File: config.mk
export PLATFORM = sky130hd
export DESIGN_NAME = multi_tap_keypad_decoder
export DESIGN_NICKNAME = d
export VERILOG_FILES = /design/src/rtl/mtk_pkg.sv /design/src/rtl/mtk_front.sv /design/src/rtl/mtk_queue.sv /design/src/rtl/mtk_back.sv /design/src/rtl/multi_tap_keypad_decoder.sv
export VERILOG_INCLUDE_DIRS = /design/src /design/src/rtl
export SDC_FILE = /design/constraint.sdc
export NUM_CORES = 1
export LEC_CHECK = 0
export BUFFER_PORTS_ARGS = -buffer_cell sky130_fd_sc_hd__buf_2
export CAP_MARGIN = 30
export CELL_PAD_IN_SITES_DETAIL_PLACEMENT = 0
export CELL_PAD_IN_SITES_GLOBAL_PLACEMENT = 1
export CORE_MARGIN = 2
export CORE_UTILIZATION = 40
export CTS_CLUSTER_SIZE = 16
export DETAILED_ROUTE_END_ITERATION = 6
export PLACE_DENSITY_LB_ADDON = 0.05
export SYNTH_ARGS = -nofsm -noshare
export SYNTH_HDL_FRONTEND = slang
export SYNTH_SLANG_ARGS = --single-unit
File: constraint.sdc
create_clock -name aclk -period 6.5 [get_ports aclk]
set_input_delay 0.65 -clock aclk [delete_from_list [all_inputs] [get_ports aclk]]
set_output_delay 0.65 -clock aclk [all_outputs]
set_load 0.02 [all_outputs]
File: src/rtl/multi_tap_keypad_decoder_assert.svh
// Assertion macros for the multi-tap keypad decoder.
// Included by the top level; the SYNTH build sees empty bodies.
`ifndef MULTI_TAP_KEYPAD_DECODER_ASSERT_SVH
`define MULTI_TAP_KEYPAD_DECODER_ASSERT_SVH

`ifndef SYNTH
// Same-cycle implication, checked out of reset
`define MTK_ASSERT_NOW(lbl, ante, cons) \
    lbl: assert property (@(posedge aclk) disable iff (!aresetn) (ante) |-> (cons)) \
        else $error("keypad decoder check failed");
// Next-cycle implication, checked out of reset
`define MTK_ASSERT_NEXT(lbl, ante, cons) \
    lbl: assert property (@(posedge aclk) disable iff (!aresetn) (ante) |=> (cons)) \
        else $error("keypad decoder check failed");
`else
`define MTK_ASSERT_NOW(lbl, ante, cons)
`define MTK_ASSERT_NEXT(lbl, ante, cons)
`endif

`endif

File: src/rtl/mtk_pkg.sv
// Shared types, constants and the multi-tap character table.
// No dependencies; imported by every module of the keypad decoder.
package mtk_pkg;

    localparam int unsigned DEBOUNCE_W = 16;
    localparam int unsigned TIME_W     = 32;
    localparam int unsigned KEY_W      = 4;
    localparam int unsigned TAP_W      = 2;
    localparam int unsigned CHAR_W     = 7;

    localparam int unsigned S_TDATA_W  = 40;
    localparam int unsigned M_TDATA_W  = 16;
    localparam int unsigned APB_ADDR_W = 3;
    localparam int unsigned APB_DATA_W = 32;

    localparam logic [DEBOUNCE_W-1:0] DEBOUNCE_RESET = 16'd100;

    // register index, taken from paddr[2]
    localparam logic REG_IDX_DEBOUNCE = 1'b0;

    // queue between front and back; depth is a power of two so pointers wrap
    localparam int unsigned QUEUE_DEPTH = 2;
    localparam int unsigned QUEUE_AW    = 1;

    localparam logic [TAP_W-1:0] TAP_FIRST     = 2'd0;
    localparam logic [TAP_W-1:0] TAP_AFTER_NEW = 2'd1;

    typedef struct packed {
        logic             valid;
        logic [KEY_W-1:0] key;
    } key_xfer_t;

    typedef struct packed {
        logic full;
        logic empty;
    } queue_status_t;

    // [tap][key] -> ASCII
    localparam logic [CHAR_W-1:0] TAP_TABLE [4][16] = '{
        '{7'h31, 7'h32, 7'h33, 7'h2E, 7'h34, 7'h35, 7'h36, 7'h2B,
          7'h37, 7'h38, 7'h39, 7'h43, 7'h60, 7'h30, 7'h23, 7'h44},
        '{7'h61, 7'h64, 7'h67, 7'h2C, 7'h6A, 7'h6D, 7'h70, 7'h2D,
          7'h73, 7'h76, 7'h79, 7'h43, 7'h60, 7'h20, 7'h23, 7'h44},
        '{7'h62, 7'h65, 7'h68, 7'h21, 7'h6B, 7'h6E, 7'h71, 7'h2A,
          7'h74, 7'h77, 7'h7A, 7'h43, 7'h60, 7'h5F, 7'h23, 7'h44},
        '{7'h63, 7'h66, 7'h69, 7'h3F, 7'h6C, 7'h6F, 7'h72, 7'h2F,
          7'h75, 7'h78, 7'h24, 7'h43, 7'h60, 7'h3D, 7'h23, 7'h44}
    };

    function automatic logic [CHAR_W-1:0] tap_char(input logic [TAP_W-1:0] sel,
                                                   input logic [KEY_W-1:0] key);
        return TAP_TABLE[sel][key];
    endfunction

endpackage

File: src/rtl/mtk_front.sv
// Front end: accepts key events, applies the debounce check, queues presses.
// Depends on mtk_pkg.
module mtk_front
    import mtk_pkg::*;
(
    input  logic                  aclk,
    input  logic                  aresetn,
    input  logic                  s_tvalid,
    output logic                  s_tready,
    input  logic [S_TDATA_W-1:0]  s_tdata,   // row[1:0], column[3:2], now_ms[35:4], zero pad
    input  logic [0:0]            s_tuser,   // column_found[0]
    input  logic [DEBOUNCE_W-1:0] debounce_ms,
    input  queue_status_t         q_stat,
    output key_xfer_t             push
);

    logic [TIME_W-1:0] last_event_time_reg;
    logic [TIME_W-1:0] last_event_time_next;
    logic [1:0]        row;
    logic [1:0]        column;
    logic [TIME_W-1:0] now_ms;
    logic [TIME_W-1:0] elapsed;
    logic              in_xfer;
    logic              debounced;

    // unpack the transfer
    assign row     = s_tdata[1:0];
    assign column  = s_tdata[3:2];
    assign now_ms  = s_tdata[TIME_W+3:4];

    assign s_tready = !q_stat.full;
    assign in_xfer  = s_tvalid && s_tready;

    // wrapping elapsed time against the debounce interval
    assign elapsed   = now_ms - last_event_time_reg;
    assign debounced = elapsed >= {{(TIME_W-DEBOUNCE_W){1'b0}}, debounce_ms};

    // only debounced presses with a column go to the back end
    assign push.valid = in_xfer && debounced && s_tuser[0];
    assign push.key   = {row, column};

    // every event restamps the time, dropped or not
    assign last_event_time_next = in_xfer ? now_ms : last_event_time_reg;

    always_ff @(posedge aclk) begin
        if (!aresetn) begin
            last_event_time_reg <= '0;
        end else begin
            last_event_time_reg <= last_event_time_next;
        end
    end

endmodule

File: src/rtl/mtk_queue.sv
// Small key queue decoupling the front end from the back end.
// Depends on mtk_pkg.
module mtk_queue
    import mtk_pkg::*;
(
    input  logic             aclk,
    input  logic             aresetn,
    input  key_xfer_t        push,
    input  logic             pop,
    output queue_status_t    q_stat,
    output logic [KEY_W-1:0] head_key
);

    logic [KEY_W-1:0]    entry_reg [QUEUE_DEPTH];
    logic [QUEUE_AW-1:0] wptr_reg;
    logic [QUEUE_AW-1:0] wptr_next;
    logic [QUEUE_AW-1:0] rptr_reg;
    logic [QUEUE_AW-1:0] rptr_next;
    logic [QUEUE_AW:0]   count_reg;
    logic [QUEUE_AW:0]   count_next;
    logic                do_push;
    logic                do_pop;

    assign q_stat.full  = count_reg == (QUEUE_AW+1)'(QUEUE_DEPTH);
    assign q_stat.empty = count_reg == '0;
    assign head_key     = entry_reg[rptr_reg];

    assign do_push = push.valid && !q_stat.full;
    assign do_pop  = pop && !q_stat.empty;

    // pointer and occupancy update
    always_comb begin
        wptr_next  = do_push ? wptr_reg + 1'b1 : wptr_reg;
        rptr_next  = do_pop  ? rptr_reg + 1'b1 : rptr_reg;
        count_next = count_reg;
        if (do_push && !do_pop) begin
            count_next = count_reg + 1'b1;
        end else if (do_pop && !do_push) begin
            count_next = count_reg - 1'b1;
        end
    end

    always_ff @(posedge aclk) begin
        if (!aresetn) begin
            wptr_reg  <= '0;
            rptr_reg  <= '0;
            count_reg <= '0;
        end else begin
            wptr_reg  <= wptr_next;
            rptr_reg  <= rptr_next;
            count_reg <= count_next;
        end
    end

    // payload storage
    always_ff @(posedge aclk) begin
        if (do_push) begin
            entry_reg[wptr_reg] <= push.key;
        end
    end

endmodule

File: src/rtl/mtk_back.sv
// Back end: tracks last key and tap count, looks up the character, output register.
// Depends on mtk_pkg.
module mtk_back
    import mtk_pkg::*;
(
    input  logic                 aclk,
    input  logic                 aresetn,
    input  queue_status_t        q_stat,
    input  logic [KEY_W-1:0]     head_key,
    output logic                 pop,
    output logic                 m_tvalid,
    input  logic                 m_tready,
    output logic [M_TDATA_W-1:0] m_tdata    // char_code[6:0], tap_index[8:7], zero pad
);

    logic [KEY_W-1:0]  last_key_reg;
    logic [KEY_W-1:0]  last_key_next;
    logic [TAP_W-1:0]  tap_count_reg;
    logic [TAP_W-1:0]  tap_count_next;
    logic              m_valid_reg;
    logic              m_valid_next;
    logic [CHAR_W-1:0] char_reg;
    logic [CHAR_W-1:0] char_next;
    logic [TAP_W-1:0]  tap_reg;
    logic [TAP_W-1:0]  tap_next;
    logic              same_key;
    logic [TAP_W-1:0]  sel;

    // take a key whenever the output slot is free or being drained
    assign pop      = !q_stat.empty && (!m_valid_reg || m_tready);
    assign same_key = head_key == last_key_reg;
    assign sel      = same_key ? tap_count_reg : TAP_FIRST;

    // tap state and result selection
    always_comb begin
        last_key_next  = last_key_reg;
        tap_count_next = tap_count_reg;
        char_next      = char_reg;
        tap_next       = tap_reg;
        m_valid_next   = m_tready ? 1'b0 : m_valid_reg;
        if (pop) begin
            last_key_next  = head_key;
            tap_count_next = same_key ? tap_count_reg + 1'b1 : TAP_AFTER_NEW;
            char_next      = tap_char(sel, head_key);
            tap_next       = sel;
            m_valid_next   = 1'b1;
        end
    end

    always_ff @(posedge aclk) begin
        if (!aresetn) begin
            last_key_reg  <= '0;
            tap_count_reg <= '0;
            m_valid_reg   <= 1'b0;
        end else begin
            last_key_reg  <= last_key_next;
            tap_count_reg <= tap_count_next;
            m_valid_reg   <= m_valid_next;
        end
    end

    always_ff @(posedge aclk) begin
        char_reg <= char_next;
        tap_reg  <= tap_next;
    end

    assign m_tvalid = m_valid_reg;
    assign m_tdata  = {{(M_TDATA_W-CHAR_W-TAP_W){1'b0}}, tap_reg, char_reg};

endmodule

File: src/rtl/multi_tap_keypad_decoder.sv
// Multi-tap keypad decoder: takes one key event per clock (s_tvalid/s_tready), with no
// stalls while the result side keeps up. A press that passes the debounce check and has
// a column is queued by the front end in the accepting cycle; the back end resolves the
// tap count and table lookup as it pops the key from the queue and registers the character
// that m_tvalid then presents. Dropped and column-less events give no transfer. While
// a result is stalled on m_tready, the two-entry key queue holds two more presses before
// s_tready drops. debounce_ms sits at APB byte address 0 and resets to 100.
// Depends on mtk_pkg, mtk_front, mtk_queue, mtk_back and the assertion header.
`include "multi_tap_keypad_decoder_assert.svh"

module multi_tap_keypad_decoder
    import mtk_pkg::*;
(
    input  logic                  aclk,
    input  logic                  aresetn,
    // event stream
    input  logic                  s_tvalid,
    output logic                  s_tready,
    input  logic [S_TDATA_W-1:0]  s_tdata,   // row[1:0], column[3:2], now_ms[35:4], zero pad
    input  logic [0:0]            s_tuser,   // column_found[0]
    // character stream
    output logic                  m_tvalid,
    input  logic                  m_tready,
    output logic [M_TDATA_W-1:0]  m_tdata,   // char_code[6:0], tap_index[8:7], zero pad
    // configuration
    input  logic                  psel,
    input  logic                  penable,
    input  logic                  pwrite,
    input  logic [APB_ADDR_W-1:0] paddr,
    input  logic [APB_DATA_W-1:0] pwdata,
    output logic [APB_DATA_W-1:0] prdata,
    output logic                  pready
);

    logic [DEBOUNCE_W-1:0] debounce_reg;
    logic [DEBOUNCE_W-1:0] debounce_next;
    logic                  cfg_wr;
    queue_status_t         q_stat;
    key_xfer_t             push;
    logic                  pop;
    logic [KEY_W-1:0]      head_key;

    // APB register file
    assign pready = 1'b1;
    assign cfg_wr = psel && penable && pwrite && pready && (paddr[2] == REG_IDX_DEBOUNCE);
    assign debounce_next = cfg_wr ? pwdata[DEBOUNCE_W-1:0] : debounce_reg;
    assign prdata = (paddr[2] == REG_IDX_DEBOUNCE)
                  ? {{(APB_DATA_W-DEBOUNCE_W){1'b0}}, debounce_reg} : '0;

    always_ff @(posedge aclk) begin
        if (!aresetn) begin
            debounce_reg <= DEBOUNCE_RESET;
        end else begin
            debounce_reg <= debounce_next;
        end
    end

    mtk_front u_front (
        .aclk        (aclk),
        .aresetn     (aresetn),
        .s_tvalid    (s_tvalid),
        .s_tready    (s_tready),
        .s_tdata     (s_tdata),
        .s_tuser     (s_tuser),
        .debounce_ms (debounce_reg),
        .q_stat      (q_stat),
        .push        (push)
    );

    mtk_queue u_queue (
        .aclk     (aclk),
        .aresetn  (aresetn),
        .push     (push),
        .pop      (pop),
        .q_stat   (q_stat),
        .head_key (head_key)
    );

    mtk_back u_back (
        .aclk     (aclk),
        .aresetn  (aresetn),
        .q_stat   (q_stat),
        .head_key (head_key),
        .pop      (pop),
        .m_tvalid (m_tvalid),
        .m_tready (m_tready),
        .m_tdata  (m_tdata)
    );

    // a full queue must hold off the event stream
    `MTK_ASSERT_NOW(a_full_stalls_input, q_stat.full, !s_tready)
    // a queued press leaves the queue non-empty on the next cycle
    `MTK_ASSERT_NEXT(a_push_lands, push.valid, !q_stat.empty)
    // a key taken by the back end shows up as a valid result
    `MTK_ASSERT_NEXT(a_pop_presents, pop, m_tvalid)

endmodule
---- Word-level counts from Yosys, hierarchy flattened ----
Memories as Yosys holds them, arrays and structs flattened. A register that Yosys moved wholly into a read port is not among the register bits.
Cells that the tools add are included.
operators by class
  bitwise logic cells ..................... 3
  $lt $le $gt $ge ......................... 3
  add/subtract/negate cells ............... 6
  muxes and demuxes ....................... 17
  reduce and logical (&&, ||, !) cells .... 20
  equality and inequality tests ........... 2
operators by type and width
  operator                                                   number
  binary-select mux 112 bit (select 2 bit)                   1
  two-way mux 112 bit                                        2
  greater-or-equal comparator 32 x 16 -> 1 bit               1
  subtractor 32 bit                                          1
  binary-select mux 7 bit (select 4 bit)                     1
  two-way mux 16 bit                                         1
  two-way mux 7 bit                                          2
  logical AND 1 bit                                          11
  two-way mux 2 bit                                          4
  two-way mux 1 bit                                          6
  greater-or-equal comparator 5 bit (second input constant)  1
  zero test 1 bit                                            5
  NOT 4 -> 5 bit                                             1
  adder 2 x 1 -> 2 bit (second input constant)               2
  == test 4 bit                                              1
  nonzero test 2 bit                                         2
  greater-or-equal comparator 3 bit (second input constant)  1
  NOT 2 -> 3 bit                                             1
  adder 1 bit (second input constant)                        2
  == test 2 bit (second input constant)                      1
  zero test 2 bit                                            1
  subtractor 2 x 1 -> 2 bit (second input constant)          1
  logical OR 1 bit                                           1
  NOT 1 bit                                                  1
storage, ports and cells
  logic and storage cells ................. 62
  bits in registers ....................... 68
  memory bits (writable) .................. 8
  memories kept ........................... 1
  output and inout bits ................... 51
  input bits .............................. 83
memory list
  name               depth  width  read ports  clocked after memory_dff  wr ports  RTL line         text
  u_queue.entry_reg  2      4      1           1                         1         mtk_queue.sv:14  logic [KEY_W-1:0] entry_reg [QUEUE_DEPTH];

---- Depth between registers and ports, before layout ----
Gate-level depths: netlist of run 1.
  word-level depth ........................ 10
  mapped depth ............................ 23
  depth with buffers taken out ............ 23

---- Cells and area by module ----
A second synthesis of run 1 with hierarchy kept.
unflattened totals
  cells, all modules ...................... 802
  area, all modules ....................... 6,404.9 um^2
modules (own cells, without submodules)
  module                    cells an instance  times used  sequential area each (um^2)  area each (um^2)
  mtk_front                 524                1           640.6                        3,744.8
  mtk_back                  134                1           410.4                        1,224.9
  multi_tap_keypad_decoder  106                1           320.3                        922.1
  mtk_queue                 38                 1           340.3                        513.0

---- Least setup slack after synthesis of run 1 ----
Ideal clock, no wire load.
  path kind ............................... input -> register
  from .................................... in s_tdata[4]
  to ...................................... reg u_queue.count_reg[1]
  library setup time ...................... 76 ps
  arrival ................................. 4,972 ps
  stages .................................. 22
  setup slack ............................. 1,453 ps
  cell sequence ........................... inv_1 ha_1 fa_1 nand2b_1 a21oi_1 o21ai_1 nand2_1 nand3_1 nand2_1 xor2_1 ha_1 a211oi_1 nand2_1 o41a_1 nor4b_1 nand3_1 nor4b_1 and4b_1 a21oi_1 ha_1 or3_1 a21boi_0
between the ends
  longest elaborated chain between the ends .. 8
  elaborated cells on any way between the ends .. 10
  those cells by class .................... add/sub (1); order compare (1); mux (1); reduce/logical (7)
ends and longest elaborated chain
  element                                         RTL line                        text
  start, declared                                 multi_tap_keypad_decoder.sv:19  input logic [S_TDATA_W-1:0] s_tdata,
  subtractor 32 bit *                             mtk_front.sv:35                 assign elapsed = now_ms - last_event_time_reg;
  greater-or-equal comparator 32 x 16 -> 1 bit *  mtk_front.sv:36                 assign debounced = elapsed >= {{(TIME_W-DEBOUNCE_W){1'b0}}, debounce_ms};
  logical AND 1 bit * (2 in a row)                mtk_front.sv:39                 assign push.valid = in_xfer && debounced && s_tuser[0];
  logical AND 1 bit *                             mtk_queue.sv:28                 assign do_push = push.valid && !q_stat.full;
  net u_queue.do_push                             mtk_queue.sv:21                 logic do_push;
  zero test 1 bit                                 mtk_queue.sv:38                 end else if (do_pop && !do_push) begin
  logical AND 1 bit                               mtk_queue.sv:38
  nonzero test 2 bit (no line)                    -
  end signal, assigned                            mtk_queue.sv:51                 count_reg <= count_next;
  end, declared                                   mtk_queue.sv:19                 logic [QUEUE_AW:0] count_reg;
Mark *: on every way through the listed nets, which the timed path passes. The rest lies on a longest branch.
A chain may end at the register's enable or synchronous reset.

---- Worst setup path after layout of run 1 ----
Ends and elaborated chain as after synthesis.

==> results of run 1 <==
==> area by class of cell <==
type | count | area share [%]
Multi-Input combinational cell | 629 | 57.45
Clock buffer | 10 | 3.442
Inverter | 63 | 3.406
Clock inverter | 6 | 0.5226
Timing Repair Buffer | 95 | 7.136
Sequential cell | 77 | 24.65
Tap cell | 188 | 3.388
==> synthesized netlist by cell type, types with 7 or more instances <==
| cell type | instances |
|---|---|
| nand2_1 | 144 |
| inv_1 | 62 |
| dfxtp_1 | 60 |
| nor2_1 | 58 |
| ha_1 | 53 |
| a21oi_1 | 52 |
| a21boi_0 | 47 |
| clkbuf_1 | 35 |
| o21ai_0 | 30 |
| buf_4 | 24 |
| edfxtp_1 | 17 |
| xnor2_1 | 17 |
| nand3_1 | 14 |
| a21o_1 | 13 |
| mux2i_1 | 12 |
| o21ai_1 | 12 |
| a31oi_1 | 11 |
| o211ai_1 | 11 |
| xor2_1 | 10 |
| a211oi_1 | 9 |
| nand4_1 | 8 |
| nor3_1 | 8 |
| o21a_1 | 7 |
==> worst paths after layout <==
check             slack (ns)                            from                    to  depth (start not counted)
setup reg to reg        1.15  u_front.last_event_time_reg[0]  u_queue.count_reg[1]                         21
setup / recovery        1.02                      s_tdata[4]  u_queue.count_reg[1]                         23
hold reg to reg         0.46                debounce_reg[15]      debounce_reg[15]                          2
hold / removal          0.46                debounce_reg[15]      debounce_reg[15]                          2
==> layer usage <==
layer	track usage, %	vias to the layer above	part of all wire, %
met4	5.559	0	1.3
met1	27.67	2567	50
met2	32.35	138	45
li1	-	2928	-
met5	0	-	0
met3	2.620	14	3.9
==> power breakdown <==
group          switching (uW)  internal, uW  leakage, uW  total, uW
logic                     563           358      0.00213        920
clock network             218           268     0.000140        486
registers                45.7           585     0.000651        631
total                     827          1210      0.00292       2040
==> worst max-delay path: cells and delay by family <==
family | cells | cell delay, ns
compound gates | 6 | 1.60
simple gates | 10 | 1.98
xor+xnor | 1 | 0.15
buf+inv | 2 | 0.13
fa+ha+maj | 4 | 1.23
==> metrics by stage <==
stage	hold slack, ns	total power (uW)
after global routing	0.4894	2199
after floorplan	0.4435	1337
final	0.4640	2038
after detailed placement	0.4577	1560
after global placement	0.4517	1537
after CTS	0.4659	2053
==> logic make-up (layout without fill, tap and decap cells) <==
family | count (synthesis) | after routing | synth area share (%)
compound gates | 235 | 235 | 25.85
xor+xnor | 27 | 27 | 3.820
fa+ha+maj | 54 | 54 | 11.04
buf+inv | 127 | 174 | 9.238
flops | 77 | 77 | 27.65
mux | 16 | 16 | 2.668
other cells | 2 | 24 | 0.1213
simple gates | 273 | 273 | 19.61
==> reports/results.tsv, run 1 <==
metric	value	unit
number of synthesized register bits	77	
Area after DPL	6668	um2
TritonCTS clock tree	done	
Overflow after GRT	0	
Arr. time, crit path	5.75	ns
DR pass1 iterations	6	
Hold Fails Final Rpt	0	
Power Density	293.5	nW/um2
MaxCap Viol Count	0	
Yosys top cell by area	dfxtp_1	
Slew @ Worst Pin	0.7258	ns
Peak VDD IR	0.1418	mV
antenna cells	0	
PortBufs	87	
CP Class	input pin to flip-flop	
dpl ws	0.6958	ns
post-synthesis cell type count	68	
final setup margin	1.016	ns
Async SR Flop Fraction	0	%
RSZ-0062 raised after global routing	false	
period utilisation layout	84.37	%
die area	16490	um2
Die W	128.4	um
via count	5647	
post-CTS resize count	0	
worst min path class	flip-flop to flip-flop	
Worst-path clk slew	0.06	ns
Mapped Area	6190	um2
Data required, critical path	6.76	ns
Rows	45	
post-route setup TNS	0	ns
placed cell count	1052	
clock sinks	77	
critical path fanouts, max	5	
Synth top area share	19.41	%
register area	1712	um2
Mean Syn Cell Area	7.632	um2
Fill cells	1553	
drt drc	0	
root buffer cell	clkbuf_16	
outcome	complete, no violations	
Startpoint Class	input pin	
Largest register FFs	32	
final WL	16000	um
Num CTS Buffers	9	
die height	128.4	um
clk_lat worst skew	0.35	ns
Placer Congestion	0.8567	
FMAX	0.1824	GHz
layout cells sized above 1	13.86	%
Static Leak	0.002919	uW
Core Area	15150	um2
CP max-delay cell	o41a_1	
P&R area growth vs syn	12.17	%
most common cell after layout, fill and taps aside	nand2_1	
Via-to-Cell Ratio	5.287	
WL/cell	14.98	um
Final ANT Viol Nets	0	
Finish-stage setup viols	0	
I/O pins	134	
Synth area leaders	dfxtp_1, ha_1, nand2_1	
vias in the first global route	5322	
DR iter-0 viols	429	
Worst slew margin	51.32	%
Max Clock Skew	0.01344	ns
Finished Layout Cells	1068	
commonest non-fill, non-tap cells in the layout	nand2_1, buf_2, inv_1	
first-pass GRT wire length	26360	um
Util after Layout	45.84	%
ys flop type	dfxtp_1	
# H-tree levels	3	
largest net degree at the start of global routing	63	
yosys warns	0	
Clock Path Buffers	2	
number of nets in the layout	1012	
Pins Over Slew Limit	0	
Total GRT Usage	19.85	%
dpl hpwl	12090	um
sequential element share of the synthesized area	27.65	%
Synth Instances	811	
cell area after layout	6943	um2
slowest stage delay, CP	0.46	ns
Multi-input gate area	3989	um2
CP cell instances	buf_2 -> inv_1 -> ha_1 -> fa_1 -> nand2b_1 -> a21oi_1 -> o21ai_1 -> nand2_1 -> nand3_1 -> nand2_1 -> xor2_1 -> ha_1 -> a211oi_1 -> nand2_1 -> o41a_1 -> nor4b_1 -> nand3_1 -> nor4b_1 -> and4b_1 -> a21oi_1 -> ha_1 -> or3_1 -> a21boi_0	
min Tclk post-route	5.484	ns
Critical Path Sink Type	flip-flop	
EDFF count, synth	17	
initial core utilization	40.87	%
hold buffer count at CTS	0	
Post-CTS Setup Repair Bufs	0	
initial antenna violation count	0	
(Power assumes the default switching activity.)
==> run 2: changes to the inputs <==
==> constraint.sdc (replaced) <==
create_clock -name aclk -period 5.3 [get_ports aclk]
set_input_delay 0.53 -clock aclk [delete_from_list [all_inputs] [get_ports aclk]]
set_output_delay 0.53 -clock aclk [all_outputs]
set_load 0.02 [all_outputs]
==> reports/results.tsv, run 2 (synthesized netlist as in run 1, its figures left out) <==
metric	value	unit	change
Arr. time, crit path	5.17	ns	-0.58 ns
Largest register FFs	32		unchanged
register area	1712	um2	unchanged
final setup margin	0.4050	ns	-0.6112 ns
reg2reg start	u_front.last_event_time_reg[1]		
Area after DPL	6780	um2	+1.7%
Data required, critical path	5.57	ns	-1.19 ns
most common cell after layout, fill and taps aside	nand2_1		
DR pass1 iterations	4		-2
Via-to-Cell Ratio	5.353		+1.2%
Pins Over Slew Limit	0		unchanged
Die W	128.4	um	unchanged
Finish-stage setup viols	0		unchanged
Overflow after GRT	0		unchanged
Max Clock Skew	0.006884	ns	-0.006561 ns
WL/cell	15.05	um	+0.41%
Core Area	15150	um2	unchanged
die area	16490	um2	unchanged
root buffer cell	clkbuf_16		
final WL	16310	um	+1.9%
critical path fanouts, max	3		-2
outcome	complete, no violations		
Peak VDD IR	0.1734	mV	+22%
dpl ws	-0.09235	ns	-0.7881 ns
Placer Congestion	0.8608		+0.48%
vias in the first global route	5459		+2.6%
Slew @ Worst Pin	0.6670	ns	-0.05889 ns
Post-CTS Setup Repair Bufs	0		unchanged
drt drc	0		unchanged
antenna cells	0		unchanged
I/O pins	134		unchanged
Clock Path Buffers	2		unchanged
initial antenna violation count	0		unchanged
Critical Path Sink Type	flip-flop		
CP cell instances	inv_1 -> ha_1 -> nor2b_1 -> o2111ai_2 -> nand2_1 -> a31oi_1 -> o21ai_1 -> a31oi_1 -> xnor2_1 -> ha_1 -> o21ai_0 -> nor2_1 -> o41a_1 -> nor4b_2 -> nand3_1 -> nor4b_2 -> and4b_1 -> a21oi_1 -> ha_1 -> or3_1 -> a21boi_0		
Num CTS Buffers	9		unchanged
P&R area growth vs syn	15.36	%	
FMAX	0.2043	GHz	
clk_lat worst skew	0.35	ns	about the same
Final ANT Viol Nets	0		unchanged
worst min path class	input pin to flip-flop		
largest net degree at the start of global routing	63		unchanged
Worst slew margin	55.27	%	+3.9 points
Startpoint Class	flip-flop		
Worst-path clk slew	0.06	ns	about the same
dpl hpwl	12430	um	+2.8%
TritonCTS clock tree	done		
first-pass GRT wire length	26920	um	+2.1%
min Tclk post-route	4.895	ns	
layout cells sized above 1	16.29	%	+2.4 points
slowest stage delay, CP	0.44	ns	-0.02 ns
DR iter-0 viols	318		-26%
clock sinks	77		unchanged
worst hold path startpoint	s_tdata[3]		
Util after Layout	47.15	%	+1.3 points
commonest non-fill, non-tap cells in the layout	nand2_1, buf_2, inv_1		
Hold Worst Slack	0.3984	ns	-0.06559 ns
CP Class	flip-flop to flip-flop		
MaxCap Viol Count	0		unchanged
# H-tree levels	3		unchanged
CP max-delay cell	o41a_1		
PortBufs	87		unchanged
Multi-input gate area	4029	um2	+1.0%
cell area after layout	7141	um2	+2.8%
via count	5803		+2.8%
Power Density	363.3	nW/um2	+24%
period utilisation layout	92.36	%	
Total GRT Usage	20.16	%	+0.31 points
Fill cells	1572		+1.2%
die height	128.4	um	unchanged
Hold Fails Final Rpt	0		unchanged
number of nets in the layout	1028		+1.6%
Rows	45		unchanged
initial core utilization	40.87	%	unchanged
RSZ-0062 raised after global routing	false		
Static Leak	0.003017	uW	+3.3%
crit path from	u_front.last_event_time_reg[1]		
cell mode on critical path	ha_1		
==> run 2: cell type report <==
class / count / share of cell area [%]
Clock buffer: 11 / 3.399
Clock inverter: 5 / 0.8060
Inverter: 63 / 3.312
Multi-Input combinational cell: 629 / 56.42
Sequential cell: 77 / 23.97
Tap cell: 188 / 3.294
Timing Repair Buffer: 111 / 8.796
==> run 2: power by group <==
group / total, uW / switching [uW] / leakage [uW] / internal (uW)
Clock: 642 / 263 / 0.000150 / 379
Sequential: 777 / 59.1 / 0.000651 / 717
Combinational: 1180 / 707 / 0.00222 / 469
==> run 2: per-stage QoR <==
step,power (uW),setup TNS (ns),std cells
6_report,2594,0,1084
5_1_grt,2800,0,1084
4_1_cts,2605,0,1083
3_5_place_dp,1953,-0.1187,1067
3_3_place_gp,1929,0,1067
2_1_floorplan,1639,0,833
==> run 2: worst max-delay path, delay by kind of cell (launching register included) <==
kind | cells | cell delay (ns)
flops | 1 | 0.37
compound gates | 8 | 1.69
xor+xnor | 1 | 0.20
simple gates | 8 | 1.63
fa+ha+maj | 3 | 0.86
buf+inv | 1 | 0.06
==> run 2: worst paths after layout <==
check	cells past startpoint	end	slack, ns
worst max-delay path	21	u_queue.count_reg[1]	0.41
worst max register to register	21	u_queue.count_reg[1]	0.41
worst min-delay path	1	u_queue.entry_reg[0][1]	0.40
worst min register to register	2	u_front.last_event_time_reg[15]	0.46
==> run 2: what timing repair did <==
item                                   in CTS  in global routing
setup endpoints to repair                   0                  2
resized for setup                           0                  9
hold buffers                                0                  0
endpoints found under the hold margin       0                  0
==> run 2: routing by layer <==
| metal | up-vias | GRT usage, % | share of wire (%) |
|---|---|---|---|
| li1 | 2959 | - | - |
| met1 | 2678 | 28.28 | 50 |
| met2 | 144 | 32.32 | 44 |
| met3 | 22 | 2.578 | 4.2 |
| met4 | 0 | 6.399 | 1.8 |
| met5 | - | 0 | 0 |
